[config.mk]
export PLATFORM = sky130hd
export DESIGN_NAME = keyword_and_line_length_scanner
export DESIGN_NICKNAME = d
export VERILOG_FILES = /design/src/rtl/core/kwls_pkg.sv /design/src/rtl/core/kwls_match.sv /design/src/rtl/core/kwls_line.sv /design/src/rtl/core/keyword_and_line_length_scanner.sv
export VERILOG_INCLUDE_DIRS = /design/src /design/src/rtl/core
export SDC_FILE = /design/constraint.sdc
export NUM_CORES = 1
export LEC_CHECK = 0
export ABC_CLOCK_PERIOD_IN_PS = 24100
export BUFFER_PORTS_ARGS = -buffer_cell sky130_fd_sc_hd__buf_4
export CELL_PAD_IN_SITES_DETAIL_PLACEMENT = 1
export CELL_PAD_IN_SITES_GLOBAL_PLACEMENT = 2
export CORE_AREA = 2 2 146 148
export CTS_CLUSTER_SIZE = 28
export DETAILED_ROUTE_END_ITERATION = 7
export DIE_AREA = 0 0 148 150
export PLACE_DENSITY_LB_ADDON = 0.2
export SLEW_MARGIN = 10
export SYNTH_ARGS = -nofsm -noshare
export SYNTH_HDL_FRONTEND = slang
export SYNTH_HIERARCHICAL = 1
export SYNTH_SLANG_ARGS = --single-unit
[constraint.sdc]
create_clock -name clk -period 24.1 [get_ports clk]
set_input_delay 2.41 -clock clk [delete_from_list [all_inputs] [get_ports clk]]
set_output_delay 2.41 -clock clk [all_outputs]
set_load 0.005 [all_outputs]
[src/rtl/core/keyword_and_line_length_scanner_macros.svh]
// Assertion macros shared by the scanner RTL.
`ifndef KEYWORD_AND_LINE_LENGTH_SCANNER_MACROS_SVH
`define KEYWORD_AND_LINE_LENGTH_SCANNER_MACROS_SVH

// Same-cycle implication, disabled while reset is asserted.
`define KWLS_ASSERT_SAME(label, ck, rn, ante, cons) \
  label: assert property (@(posedge ck) disable iff (!(rn)) (ante) |-> (cons)) \
    else $error("scanner check failed");

// Next-cycle implication, disabled while reset is asserted.
`define KWLS_ASSERT_NEXT(label, ck, rn, ante, cons) \
  label: assert property (@(posedge ck) disable iff (!(rn)) (ante) |=> (cons)) \
    else $error("scanner check failed");

`endif

[src/rtl/core/kwls_pkg.sv]
// Shared types, constants and keyword table of the keyword and line length scanner.
`timescale 1ns / 1ps
package kwls_pkg;

  // Sizes of the keyword table and of the counters.
  localparam int KEYWORD_COUNT = 12;
  localparam int KEYWORD_SLOT  = 9;
  localparam int PROG_W        = 4;
  localparam int HIT_W         = 4;
  localparam int RUN_W         = 11;
  localparam int LIMIT_W       = 10;
  localparam int THR_W         = 4;
  localparam int CFG_W         = 10;
  localparam int CFG_IDX_W     = 1;
  localparam int HITS_MAX      = 15;
  localparam int HIT_SUM_W     = $clog2(HITS_MAX + KEYWORD_COUNT + 1);

  // Reset values of the configuration registers.
  localparam logic [LIMIT_W-1:0] LINE_LIMIT_RST    = LIMIT_W'(76);
  localparam logic [THR_W-1:0]   HIT_THRESHOLD_RST = THR_W'(2);

  // Separator characters.
  localparam logic [7:0] CH_TAB   = 8'h09;
  localparam logic [7:0] CH_LF    = 8'h0A;
  localparam logic [7:0] CH_CR    = 8'h0D;
  localparam logic [7:0] CH_SPACE = 8'h20;

  // Configuration register indexes.
  typedef enum logic [CFG_IDX_W-1:0] {
    CFG_LINE_LIMIT    = 1'b0,
    CFG_HIT_THRESHOLD = 1'b1
  } cfg_idx_t;

  typedef logic [7:0]                  kw_char_t;
  typedef logic [8*KEYWORD_SLOT-1:0]   kw_text_t;
  typedef logic [PROG_W-1:0]           prog_t;

  // One processing step handed from the input register to the state blocks.
  typedef struct packed {
    logic     go;
    logic     last;
    kw_char_t text_byte;
  } kwls_step_t;

  // Keywords, right-justified: the first character is the most significant byte.
  localparam kw_text_t KW_TEXT [KEYWORD_COUNT] = '{
    kw_text_t'("gratuito"), kw_text_t'("atencao"),  kw_text_t'("urgente"),
    kw_text_t'("imediato"), kw_text_t'("zoombie"),  kw_text_t'("oferta"),
    kw_text_t'("dinheiro"), kw_text_t'("renda"),    kw_text_t'("fundo"),
    kw_text_t'("limitado"), kw_text_t'("ajuda"),    kw_text_t'("SOS")
  };

  localparam prog_t KW_LEN [KEYWORD_COUNT] = '{
    4'd8, 4'd7, 4'd7, 4'd8, 4'd7, 4'd6, 4'd8, 4'd5, 4'd5, 4'd8, 4'd5, 4'd3
  };

  // Character at position p of keyword k; zero past the end of the word.
  function automatic kw_char_t kw_char(input int k, input prog_t p);
    kw_text_t row;
    int       sh;
    row     = KW_TEXT[k];
    sh      = 0;
    kw_char = '0;
    if (p < KW_LEN[k]) begin
      sh      = 8 * (int'(KW_LEN[k]) - 1 - int'(p));
      row     = row >> sh;
      kw_char = row[7:0];
    end
  endfunction

endpackage

[src/rtl/core/kwls_match.sv]
// Keyword prefix matchers and the saturating hit counter.
`timescale 1ns / 1ps
module kwls_match (
  input  logic                        clk,
  input  logic                        rst_n,
  input  kwls_pkg::kwls_step_t        step,
  output logic [kwls_pkg::HIT_W-1:0]  hit_count_nxt,
  output logic [kwls_pkg::HIT_W-1:0]  hit_count_q
);

  logic                              at_word_start_r;
  logic                              at_word_start_nxt;
  kwls_pkg::prog_t                   prog_r   [kwls_pkg::KEYWORD_COUNT];
  kwls_pkg::prog_t                   prog_nxt [kwls_pkg::KEYWORD_COUNT];
  logic [kwls_pkg::KEYWORD_COUNT-1:0] hit_vec;
  logic [kwls_pkg::HIT_W-1:0]        hit_count_r;
  logic [kwls_pkg::HIT_SUM_W-1:0]    hit_sum;
  logic                              is_sep;

  // A separator makes the next byte a word start.
  assign is_sep = (step.text_byte == kwls_pkg::CH_SPACE) ||
                  (step.text_byte == kwls_pkg::CH_TAB)   ||
                  (step.text_byte == kwls_pkg::CH_LF)    ||
                  (step.text_byte == kwls_pkg::CH_CR);
  assign at_word_start_nxt = is_sep;

  // One matcher lane per keyword.
  for (genvar k = 0; k < kwls_pkg::KEYWORD_COUNT; k++) begin : g_lane
    kwls_pkg::prog_t p_eff;
    logic            active;
    logic            char_ok;
    logic            done;

    always_comb begin
      p_eff   = at_word_start_r ? '0 : prog_r[k];
      active  = (at_word_start_r || (prog_r[k] != '0)) && (kwls_pkg::KW_LEN[k] != '0);
      char_ok = active && (p_eff < kwls_pkg::KW_LEN[k]) &&
                (kwls_pkg::kw_char(k, p_eff) == step.text_byte);
      done    = char_ok && ((p_eff + kwls_pkg::PROG_W'(1)) == kwls_pkg::KW_LEN[k]);
      hit_vec[k]  = done;
      prog_nxt[k] = (char_ok && !done) ? (p_eff + kwls_pkg::PROG_W'(1)) : '0;
    end
  end

  // Add this byte's completions with saturation.
  always_comb begin
    hit_sum = kwls_pkg::HIT_SUM_W'($countones(hit_vec)) +
              kwls_pkg::HIT_SUM_W'(hit_count_r);
    if (hit_sum > kwls_pkg::HIT_SUM_W'(kwls_pkg::HITS_MAX)) begin
      hit_count_nxt = kwls_pkg::HIT_W'(kwls_pkg::HITS_MAX);
    end else begin
      hit_count_nxt = hit_sum[kwls_pkg::HIT_W-1:0];
    end
  end

  // State update; the last byte of a message clears everything.
  always_ff @(posedge clk) begin
    if (!rst_n) begin
      at_word_start_r <= 1'b1;
      hit_count_r     <= '0;
      for (int i = 0; i < kwls_pkg::KEYWORD_COUNT; i++) begin
        prog_r[i] <= '0;
      end
    end else if (step.go) begin
      if (step.last) begin
        at_word_start_r <= 1'b1;
        hit_count_r     <= '0;
        for (int i = 0; i < kwls_pkg::KEYWORD_COUNT; i++) begin
          prog_r[i] <= '0;
        end
      end else begin
        at_word_start_r <= at_word_start_nxt;
        hit_count_r     <= hit_count_nxt;
        for (int i = 0; i < kwls_pkg::KEYWORD_COUNT; i++) begin
          prog_r[i] <= prog_nxt[i];
        end
      end
    end
  end

  assign hit_count_q = hit_count_r;

endmodule

[src/rtl/core/kwls_line.sv]
// Line run length counter and long line flag.
`timescale 1ns / 1ps
module kwls_line (
  input  logic                          clk,
  input  logic                          rst_n,
  input  kwls_pkg::kwls_step_t          step,
  input  logic [kwls_pkg::LIMIT_W-1:0]  line_limit,
  output logic                          long_flag_nxt,
  output logic                          long_flag_q
);

  logic [kwls_pkg::RUN_W-1:0] run_r;
  logic [kwls_pkg::RUN_W-1:0] run_nxt;
  logic                       long_flag_r;
  logic                       is_eol;

  // A CR or LF ends the line; other bytes extend the run up to its maximum.
  always_comb begin
    is_eol        = (step.text_byte == kwls_pkg::CH_LF) ||
                    (step.text_byte == kwls_pkg::CH_CR);
    run_nxt       = '0;
    long_flag_nxt = long_flag_r;
    if (!is_eol) begin
      run_nxt = (run_r == '1) ? run_r : (run_r + kwls_pkg::RUN_W'(1));
      if (run_nxt > kwls_pkg::RUN_W'(line_limit)) begin
        long_flag_nxt = 1'b1;
      end
    end
  end

  // State update; the last byte of a message clears the run and the flag.
  always_ff @(posedge clk) begin
    if (!rst_n) begin
      run_r       <= '0;
      long_flag_r <= 1'b0;
    end else if (step.go) begin
      if (step.last) begin
        run_r       <= '0;
        long_flag_r <= 1'b0;
      end else begin
        run_r       <= run_nxt;
        long_flag_r <= long_flag_nxt;
      end
    end
  end

  assign long_flag_q = long_flag_r;

endmodule

[src/rtl/core/keyword_and_line_length_scanner.sv]
// Top level of the keyword and line length scanner.
//
// Usage: message bytes enter on the in_ channel, one item per byte, with
// in_end_of_message high on the final byte. Each item is taken at a rising
// edge with in_valid high and in_stall low. Only the final byte of a message
// produces a result item on the out_ channel (is_spam, long_line_seen,
// keyword_hits); other bytes produce none.
// A byte is held in the input register while the matchers and the line
// counter work on it, and its verdict enters the output register at the edge
// on which the byte leaves the input register. Throughput is one byte per
// cycle while in_stall is low, set by the single pass through the twelve
// parallel keyword comparators and the hit adder.
// A held result does not block the input: non-final bytes keep flowing while
// out_stall is high, and in_stall rises only when a final byte is waiting for
// a stalled output register.
// Configuration is a plain write port (cfg_we, cfg_index, cfg_wdata):
// index 0 is line_limit, index 1 is hit_threshold.
// Reset (rst_n low, synchronous) clears all scanning state, empties both
// registers and restores line_limit to 76 and hit_threshold to 2. The last
// byte of each message also clears the scanning state.
`timescale 1ns / 1ps
`include "keyword_and_line_length_scanner_macros.svh"
module keyword_and_line_length_scanner (
  input  logic                            clk,
  input  logic                            rst_n,
  input  logic                            in_valid,
  output logic                            in_stall,
  input  logic [7:0]                      in_text_byte,
  input  logic                            in_end_of_message,
  output logic                            out_valid,
  input  logic                            out_stall,
  output logic                            out_is_spam,
  output logic                            out_long_line_seen,
  output logic [kwls_pkg::HIT_W-1:0]      out_keyword_hits,
  input  logic                            cfg_we,
  input  logic [kwls_pkg::CFG_IDX_W-1:0]  cfg_index,
  input  logic [kwls_pkg::CFG_W-1:0]      cfg_wdata
);

  logic [kwls_pkg::LIMIT_W-1:0] line_limit_r;
  logic [kwls_pkg::THR_W-1:0]   hit_threshold_r;

  logic                         stage_vld_r;
  logic [7:0]                   stage_byte_r;
  logic                         stage_eom_r;
  logic                         stage_go;
  logic                         in_take;
  logic                         out_free;
  logic                         out_load;

  kwls_pkg::kwls_step_t         step;
  logic [kwls_pkg::HIT_W-1:0]   hit_count_nxt;
  logic [kwls_pkg::HIT_W-1:0]   hit_count_q;
  logic                         long_flag_nxt;
  logic                         long_flag_q;

  logic                         out_vld_r;
  logic                         out_spam_r;
  logic                         out_long_r;
  logic [kwls_pkg::HIT_W-1:0]   out_hits_r;

  // Configuration registers.
  always_ff @(posedge clk) begin
    if (!rst_n) begin
      line_limit_r    <= kwls_pkg::LINE_LIMIT_RST;
      hit_threshold_r <= kwls_pkg::HIT_THRESHOLD_RST;
    end else if (cfg_we) begin
      unique case (kwls_pkg::cfg_idx_t'(cfg_index))
        kwls_pkg::CFG_LINE_LIMIT:    line_limit_r    <= cfg_wdata[kwls_pkg::LIMIT_W-1:0];
        kwls_pkg::CFG_HIT_THRESHOLD: hit_threshold_r <= cfg_wdata[kwls_pkg::THR_W-1:0];
        default: ;
      endcase
    end
  end

  // Handshake: a final byte needs room in the output register to advance.
  assign out_free = !out_vld_r || !out_stall;
  assign stage_go = stage_vld_r && (!stage_eom_r || out_free);
  assign in_stall = stage_vld_r && !stage_go;
  assign in_take  = in_valid && !in_stall;
  assign out_load = stage_go && stage_eom_r;

  // Input register.
  always_ff @(posedge clk) begin
    if (!rst_n) begin
      stage_vld_r <= 1'b0;
    end else if (in_take) begin
      stage_vld_r <= 1'b1;
    end else if (stage_go) begin
      stage_vld_r <= 1'b0;
    end
  end

  always_ff @(posedge clk) begin
    if (in_take) begin
      stage_byte_r <= in_text_byte;
      stage_eom_r  <= in_end_of_message;
    end
  end

  assign step.go        = stage_go;
  assign step.last      = stage_eom_r;
  assign step.text_byte = stage_byte_r;

  kwls_match u_match (
    .clk           (clk),
    .rst_n         (rst_n),
    .step          (step),
    .hit_count_nxt (hit_count_nxt),
    .hit_count_q   (hit_count_q)
  );

  kwls_line u_line (
    .clk           (clk),
    .rst_n         (rst_n),
    .step          (step),
    .line_limit    (line_limit_r),
    .long_flag_nxt (long_flag_nxt),
    .long_flag_q   (long_flag_q)
  );

  // Output register holding the verdict of the last finished message.
  always_ff @(posedge clk) begin
    if (!rst_n) begin
      out_vld_r <= 1'b0;
    end else if (out_load) begin
      out_vld_r <= 1'b1;
    end else if (!out_stall) begin
      out_vld_r <= 1'b0;
    end
  end

  always_ff @(posedge clk) begin
    if (out_load) begin
      out_spam_r <= long_flag_nxt || (hit_count_nxt >= hit_threshold_r);
      out_long_r <= long_flag_nxt;
      out_hits_r <= hit_count_nxt;
    end
  end

  assign out_valid          = out_vld_r;
  assign out_is_spam        = out_spam_r;
  assign out_long_line_seen = out_long_r;
  assign out_keyword_hits   = out_hits_r;

  // A held byte in the input register only waits on a stalled, full output.
  `KWLS_ASSERT_SAME(a_stall_cause, clk, rst_n, stage_vld_r && !stage_go,
    stage_eom_r && out_vld_r && out_stall)
  // The end of a message leaves the hit counter and long line flag cleared.
  `KWLS_ASSERT_NEXT(a_clear_after_last, clk, rst_n, out_load,
    (hit_count_q == '0) && !long_flag_q)
  // A freshly loaded result reports the flag in its verdict.
  `KWLS_ASSERT_NEXT(a_spam_covers_long, clk, rst_n, out_load && long_flag_nxt,
    out_vld_r && out_is_spam && out_long_line_seen)

endmodule
Word level (Yosys, flattened, before mapping)
Memory sizes are Yosys's and may differ from the RTL's.
Index checks and enable logic that the tools add are counted.
Widths: inputs -> output; s select.
{ "op_classes": {"n_addsub": 37, "n_lt_le_gt_ge": 15, "eq_ne": 30, "n_shift": 12, "mux": 82, "bitwise_logic": 25, "reduce_logical": 103} }
{ "op_table": {"columns": ["op", "n"], "rows": [
  ["$shr 63x32->8 const A", 4],
  ["$mux 4", 50],
  ["$shr 55x32->8 const A", 3],
  ["$shr 39x32->8 const A", 3],
  ["$eq 8x8->1", 12],
  ["$mux 8", 12],
  ["$sub 3x4->5 const A", 11],
  ["$logic_and 1x1->1", 52],
  ["$add 4x1->4 const B", 12],
  ["$reduce_bool 4->1", 12],
  ["$shr 47x32->8 const A", 1],
  ["$mux 11", 3],
  ["$shr 23x32->8 const A", 1],
  ["$eq 4x3->1 const B", 7],
  ["$lt 4x3->1 const B", 7],
  ["$add 5x5->5", 5],
  ["$eq 8x4->1 const B", 3],
  ["$or 1x1->1", 24],
  ["$logic_or 1x1->1", 19],
  ["$logic_not 1->1", 17],
  ["$mux 1", 17],
  ["$eq 4x4->1 const B", 4],
  ["$lt 4x4->1 const B", 4],
  ["$add 1x1->2", 6],
  ["other kinds (14)", 15]
]} }
{ "totals": {"regBits": 48, "ram_bits": 48, "in_bits": 25, "out_inout_bits": 8, "wordCells": 318, "mem_count": 1} }
{ "mem_list": {"columns": ["name", "words", "word_bits", "read_ports", "rd_ports_with_merged_regs", "write_ports", "line_no", "text"], "rows": [
  ["u_match.prog_r", 12, 4, 12, 0, 12, "kwls_match.sv:13", "kwls_pkg::prog_t prog_r [kwls_pkg::KEYWORD_COUNT];"]
]} }

Logic depth before layout (Yosys ltp)
An unclocked memory read counts as a cell.
{ "logic_depth": {"depth_word": 17, "depth_mapped": 34, "depth_no_buf": 27} }

Hierarchy
Netlist, hierarchy kept.
{ "modules_own_cells": {"columns": ["mod", "n_inst", "cells_each", "area_each_um2"], "rows": [
  ["kwls_match", 1, 782, 6418.7],
  ["keyword_and_line_length_scanner", 1, 102, 1194.9],
  ["kwls_line", 1, 142, 1064.8]
]} }

Worst setup path before layout
OpenSTA, ideal clock, no wires.
{ "synth_path": {"path_type": "register -> register", "start": "reg u_match.at_word_start_r", "end": "reg out_spam_r, in the netlist out_is_spam (data pin)", "arrival_time_ps": 7459, "required_ps": 23837, "setup_slack_ps": 16378, "stages_incl_launch_ff": 33, "path_cell_list": "dfxtp_1 buf_6 buf_2 buf_2 buf_1 buf_6 buf_4 nor2b_1 ha_1 buf_1 inv_1 o211ai_2 or4b_1 a2111oi_2 nand4_2 or2_1 fa_1 fa_1 fa_1 inv_1 fa_1 fa_1 inv_1 fa_1 nor2b_1 o21ai_0 nand2b_1 xor2_1 o21bai_1 ha_1 or2_2 a211oi_1 a21oi_1"} }
{ "synth_between": {"elab_chain_cells": 16, "word_cells_on_any_way": 160, "cone_classes": "36 x add/sub; 14 x order compare; 24 x eq/ne; 12 x shift; 25 x mux; 49 x reduce/logical"} }
{ "synth_lines": {"columns": ["item", "line_no", "text"], "rows": [
  ["from (decl)", "kwls_match.sv:11", "logic at_word_start_r;"],
  ["from (signal assigned)", "kwls_match.sv:72", "at_word_start_r <= at_word_start_nxt;"],
  ["$mux 4", "kwls_match.sv:35", "p_eff = at_word_start_r ? '0 : prog_r[k];"],
  ["$sub 3x4->5", "kwls_pkg.sv:65", "sh = 8 * (int'(KW_LEN[k]) - 1 - int'(p));"],
  ["$shr 63x32->8 (tied with other cells)", "kwls_pkg.sv:66", "row = row >> sh;"],
  ["$mux 8", "kwls_pkg.sv:64", "if (p < KW_LEN[k]) begin"],
  ["$eq 8x8->1", "kwls_match.sv:38", "(kwls_pkg::kw_char(k, p_eff) == step.text_byte);"],
  ["$logic_and 1x1->1", "kwls_match.sv:37", "char_ok = active && (p_eff < kwls_pkg::KW_LEN[k]) &&"],
  ["$logic_and 1x1->1", "kwls_match.sv:39", "done = char_ok && ((p_eff + kwls_pkg::PROG_W'(1)) == kwls_pkg::KW_LEN[k]);"],
  ["$add 1x1->2 (implied by the code)", "kwls_match.sv:47", "hit_sum = kwls_pkg::HIT_SUM_W'($countones(hit_vec)) +"],
  ["$add 5x5->5 (implied by the code) (2 in series)", "kwls_match.sv:47", null],
  ["$add 5x5->5 (implied by the code) *", "kwls_match.sv:47", null],
  ["$add 5x4->5 *", "kwls_match.sv:47", null],
  ["$gt 5x4->1", "kwls_match.sv:49", "if (hit_sum > kwls_pkg::HIT_SUM_W'(kwls_pkg::HITS_MAX)) begin"],
  ["$mux 4 *", "kwls_match.sv:49", null],
  ["net hit_count_nxt, one bit", "keyword_and_line_length_scanner.sv:52", "logic [kwls_pkg::HIT_W-1:0] hit_count_nxt;"],
  ["$ge 4x4->1 *", "keyword_and_line_length_scanner.sv:135", "out_spam_r <= long_flag_nxt || (hit_count_nxt >= hit_threshold_r);"],
  ["$logic_or 1x1->1 *", "keyword_and_line_length_scanner.sv:135", null],
  ["to (signal assigned)", "keyword_and_line_length_scanner.sv:135", null],
  ["to (decl)", "keyword_and_line_length_scanner.sv:58", "logic out_spam_r;"]
]} }
The timed path passes the listed nets; every way through them passes the cells marked *.
A chain may end at the register's enable or synchronous reset.

Worst setup path in the final report
Ends and elaborated chain as after synthesis.

==> flow_summary.toml <==
[placed_design]
place_ws_ns = 15.86
routabilityCongestion = 0.7982
port_buffers = 32
dpl.hpwl_um = 17050

[drt]
detail-route-antenna-nets = 0
viasPerCell = 5.776
firstDrtPassIters = 4
route.top_layer_used = "met4"
met2_length_um = 11440
wl_met3_um = 568
drt_iter0_drc = 296
routed_wl_um = 24070
wirelength_met1_um = 11750
wl_per_cell_um = 18.72
vias = 7428
drcViolationCount = 0

[grt]
grt_overflow = 0
antenna_found_initial = 0
grt_pass1_vias = 7277
grtUsageTotal_pct = 21.94
grt_max_degree = 68
grt_first_pass_wirelength_um = 38960

[floorplan]
core_area_um2 = 20690
ios = 33
die_h_um = 150
dieArea_um2 = 22200
rows = 53
start_util_pct = 41.94
die_x_um = 148

[worst_setup_path]
crit_path_end_kind = "flop"
cp.required_ns = 24.21
worst_setup_path_start_kind = "flop"
cp.buffers_inverters = 4
cpMostUsedCell = "fa_1"
worstPathArrival_ns = 8.37
cp_slowest_stage_delay_ns = 0.78
cp_max_fo = 67
path_delay_family = "adder cells"
crit_slowest_cell = "dfxtp_2"
crit_type = "flop to flop"

[cts]
post_cts_buffers = 0
path_clk_slew_ns = 0.08
clkSinkCount = 96
clockRootBuffer = "clkbuf_16"
htreeDepth = 3
cts_resized = 0
cts_buffers = 9
insertion_delay_ns = 0.36
cts_tree = "built"
hold_buffers = 0
cts_buffer_depth = 2

[yosys]
synth_flop_cell = "edfxtp_1"
synth-async-reset-ratio_pct = 0
synthCells = 1026
synth_cell_types = 98
avgSynthCellArea_um2 = 8.458
yosys_warnings = 6
synth_enable_flop_cells = 63
netlist_area_um2 = 8678
ys_ff_latch = 96
synth_seq_area_share_pct = 29.41

[job]
maxCapViolations = 0

[finish]
drive_gt1_share_pct = 9.496
area_growth_pct = 6.344
finalNetCount = 1088
n_antenna_cell = 0

[worst_hold_path]
worstHoldPathType = "flop to flop"

[power_and_ir_drop]
leakagePower_uw = 0.003418
ir_worst_vdd_v = 0.00003107
p_per_area_nw_per_um2 = 43.06

[sta]
finalWorstSetupSlack_ns = 15.84
slew_headroom_pct = 25.90
finalHoldViolCount = 0
period_minus_slack_ns = 8.258
maxSlewViolCount = 0
setup_viol = 0
finalCritPeriodShare_pct = 34.27
clock-skew-final_ns = 0.01563
rsz0062_at_grt = "false"
max_freq_mhz = 121.1
setup_tns_ns = 0
tightestPinTransition_ns = 1.110

[status]
run_status = "finished, final reports clean"
[where the power goes]
group | internal [uW] | switching (uW)
Clock | 72.2 | 71.2
Sequential | 182 | 10.8
Combinational | 24.3 | 36.6
Total | 279 | 119
[cell usage in the layout (no fill, tap or decap), drive strengths merged, types with 34 or more instances in the layout]
master,Yosys,layout
o21ai,43,43
buf,30,40
nand3,44,44
ha,49,49
edfxtp,63,63
nor2b,42,42
a21oi,43,43
inv,59,63
nor3,34,34
xnor2,53,53
nor2,54,54
nand2,92,92
[per-layer routing]
layer,global-route usage (%),up-vias
li1,-,3677
met1,29.88,3647
met2,37.08,84
met3,2.622,20
met4,5.571,0
met5,0,-
[final timing paths]
check             slack (ns)               to  depth (start not counted)                     from
setup / recovery       15.84      out_is_spam                         27  u_match/at_word_start_r
hold / removal          0.47  line_limit_r[7]                          2          line_limit_r[7]
setup reg to reg       15.84      out_is_spam                         27  u_match/at_word_start_r
hold reg to reg         0.47  line_limit_r[7]                          2          line_limit_r[7]
[sequential cells by signal, indices dropped and copies added (netlist names)]
name and cells:
stage_vld_r 1, u_match/at_word_start_r 1, out_is_spam 1, stage_eom_r 1
stage_byte_r 8, out_long_line_seen 1, out_keyword_hits 4, u_line/run_r 11
hit_threshold_r 4, out_valid 1, u_line/long_flag_q 1, u_match/prog_r 48
line_limit_r 10, u_match/hit_count_q 4
[cells by family after synthesis]
| kind of cell | after synthesis | synth area share (%) |
|---|---|---|
| AOI/OAI and AO/OA | 238 | 19.48 |
| and+or+nand+nor | 420 | 26.67 |
| xor gates and xnor gates | 72 | 7.266 |
| muxes | 9 | 1.053 |
| buffers and inverters | 132 | 7.050 |
| adders and majority gates | 58 | 9.025 |
| DFF | 96 | 29.41 |
| other | 1 | 0.04321 |
[metrics by stage]
| step | instance area (um2) | total power (uW) | hold WS (ns) | utilization (%) | std cells |
|---|---|---|---|---|---|
| after floorplan | 8682 | 239.4 | 0.4380 | - | 1027 |
| after global placement | 8944 | 257.0 | 0.4546 | 43.23 | 1270 |
| after detailed placement | 8944 | 257.6 | 0.4609 | 43.23 | 1270 |
| after CTS | 9229 | 403.6 | 0.4738 | 44.61 | 1286 |
| after global routing | 9229 | 416.9 | 0.4848 | 44.61 | 1286 |
| final | 9229 | 397.4 | 0.4699 | 44.61 | 1286 |
[synth_stat cells (all sizes together), types with 6 or more instances]
library cell	number	area share, %
o31ai	8	0.69
o21a	10	0.87
nor2b	42	3.1
and3	12	0.87
nand2	92	4.0
inv	59	2.6
mux2i	8	0.92
xor2	19	1.9
a31oi	11	0.79
nand4	8	0.65
nor3b	11	0.95
nand3b	11	0.99
nand3	44	2.5
or3	11	0.81
o21bai	6	0.52
a211oi	13	1.2
clkbuf	42	2.0
o21ai	43	2.5
o211ai	6	0.58
nor4	33	2.5
fa	8	1.8
a221oi	6	0.61
ha	49	7.1
o22ai	6	0.43
a21boi	19	1.9
nor4b	8	0.88
or2	10	0.72
edfxtp	63	22
nor2	54	2.3
a21o	11	0.95
nor3	34	2.0
nand2b	27	2.0
xnor2	53	5.3
a22oi	6	0.52
dfxtp	33	7.6
a21oi	43	2.5
buf	30	2.4
[worst register-to-register path, delay by kind of cell, from the launching register on]
family	cells	cell delay [ns]
compound gates	5	0.93
xor+xnor	1	0.24
fa+ha+maj	8	3.41
buf+inv	4	0.88
flops	1	0.78
simple gates	9	1.77
[final cells by class]
cell class	instances	area [um2]
repair buffers	40	300.3
clock buffers	9	225.2
well taps	275	344.1
multi-input cells	799	5518
flip-flops and latches	96	2554
inverters	60	227.7
clock inverters	7	60.06
fillers	2525	11460
Note: power is estimated with default switching activity, not from simulation.
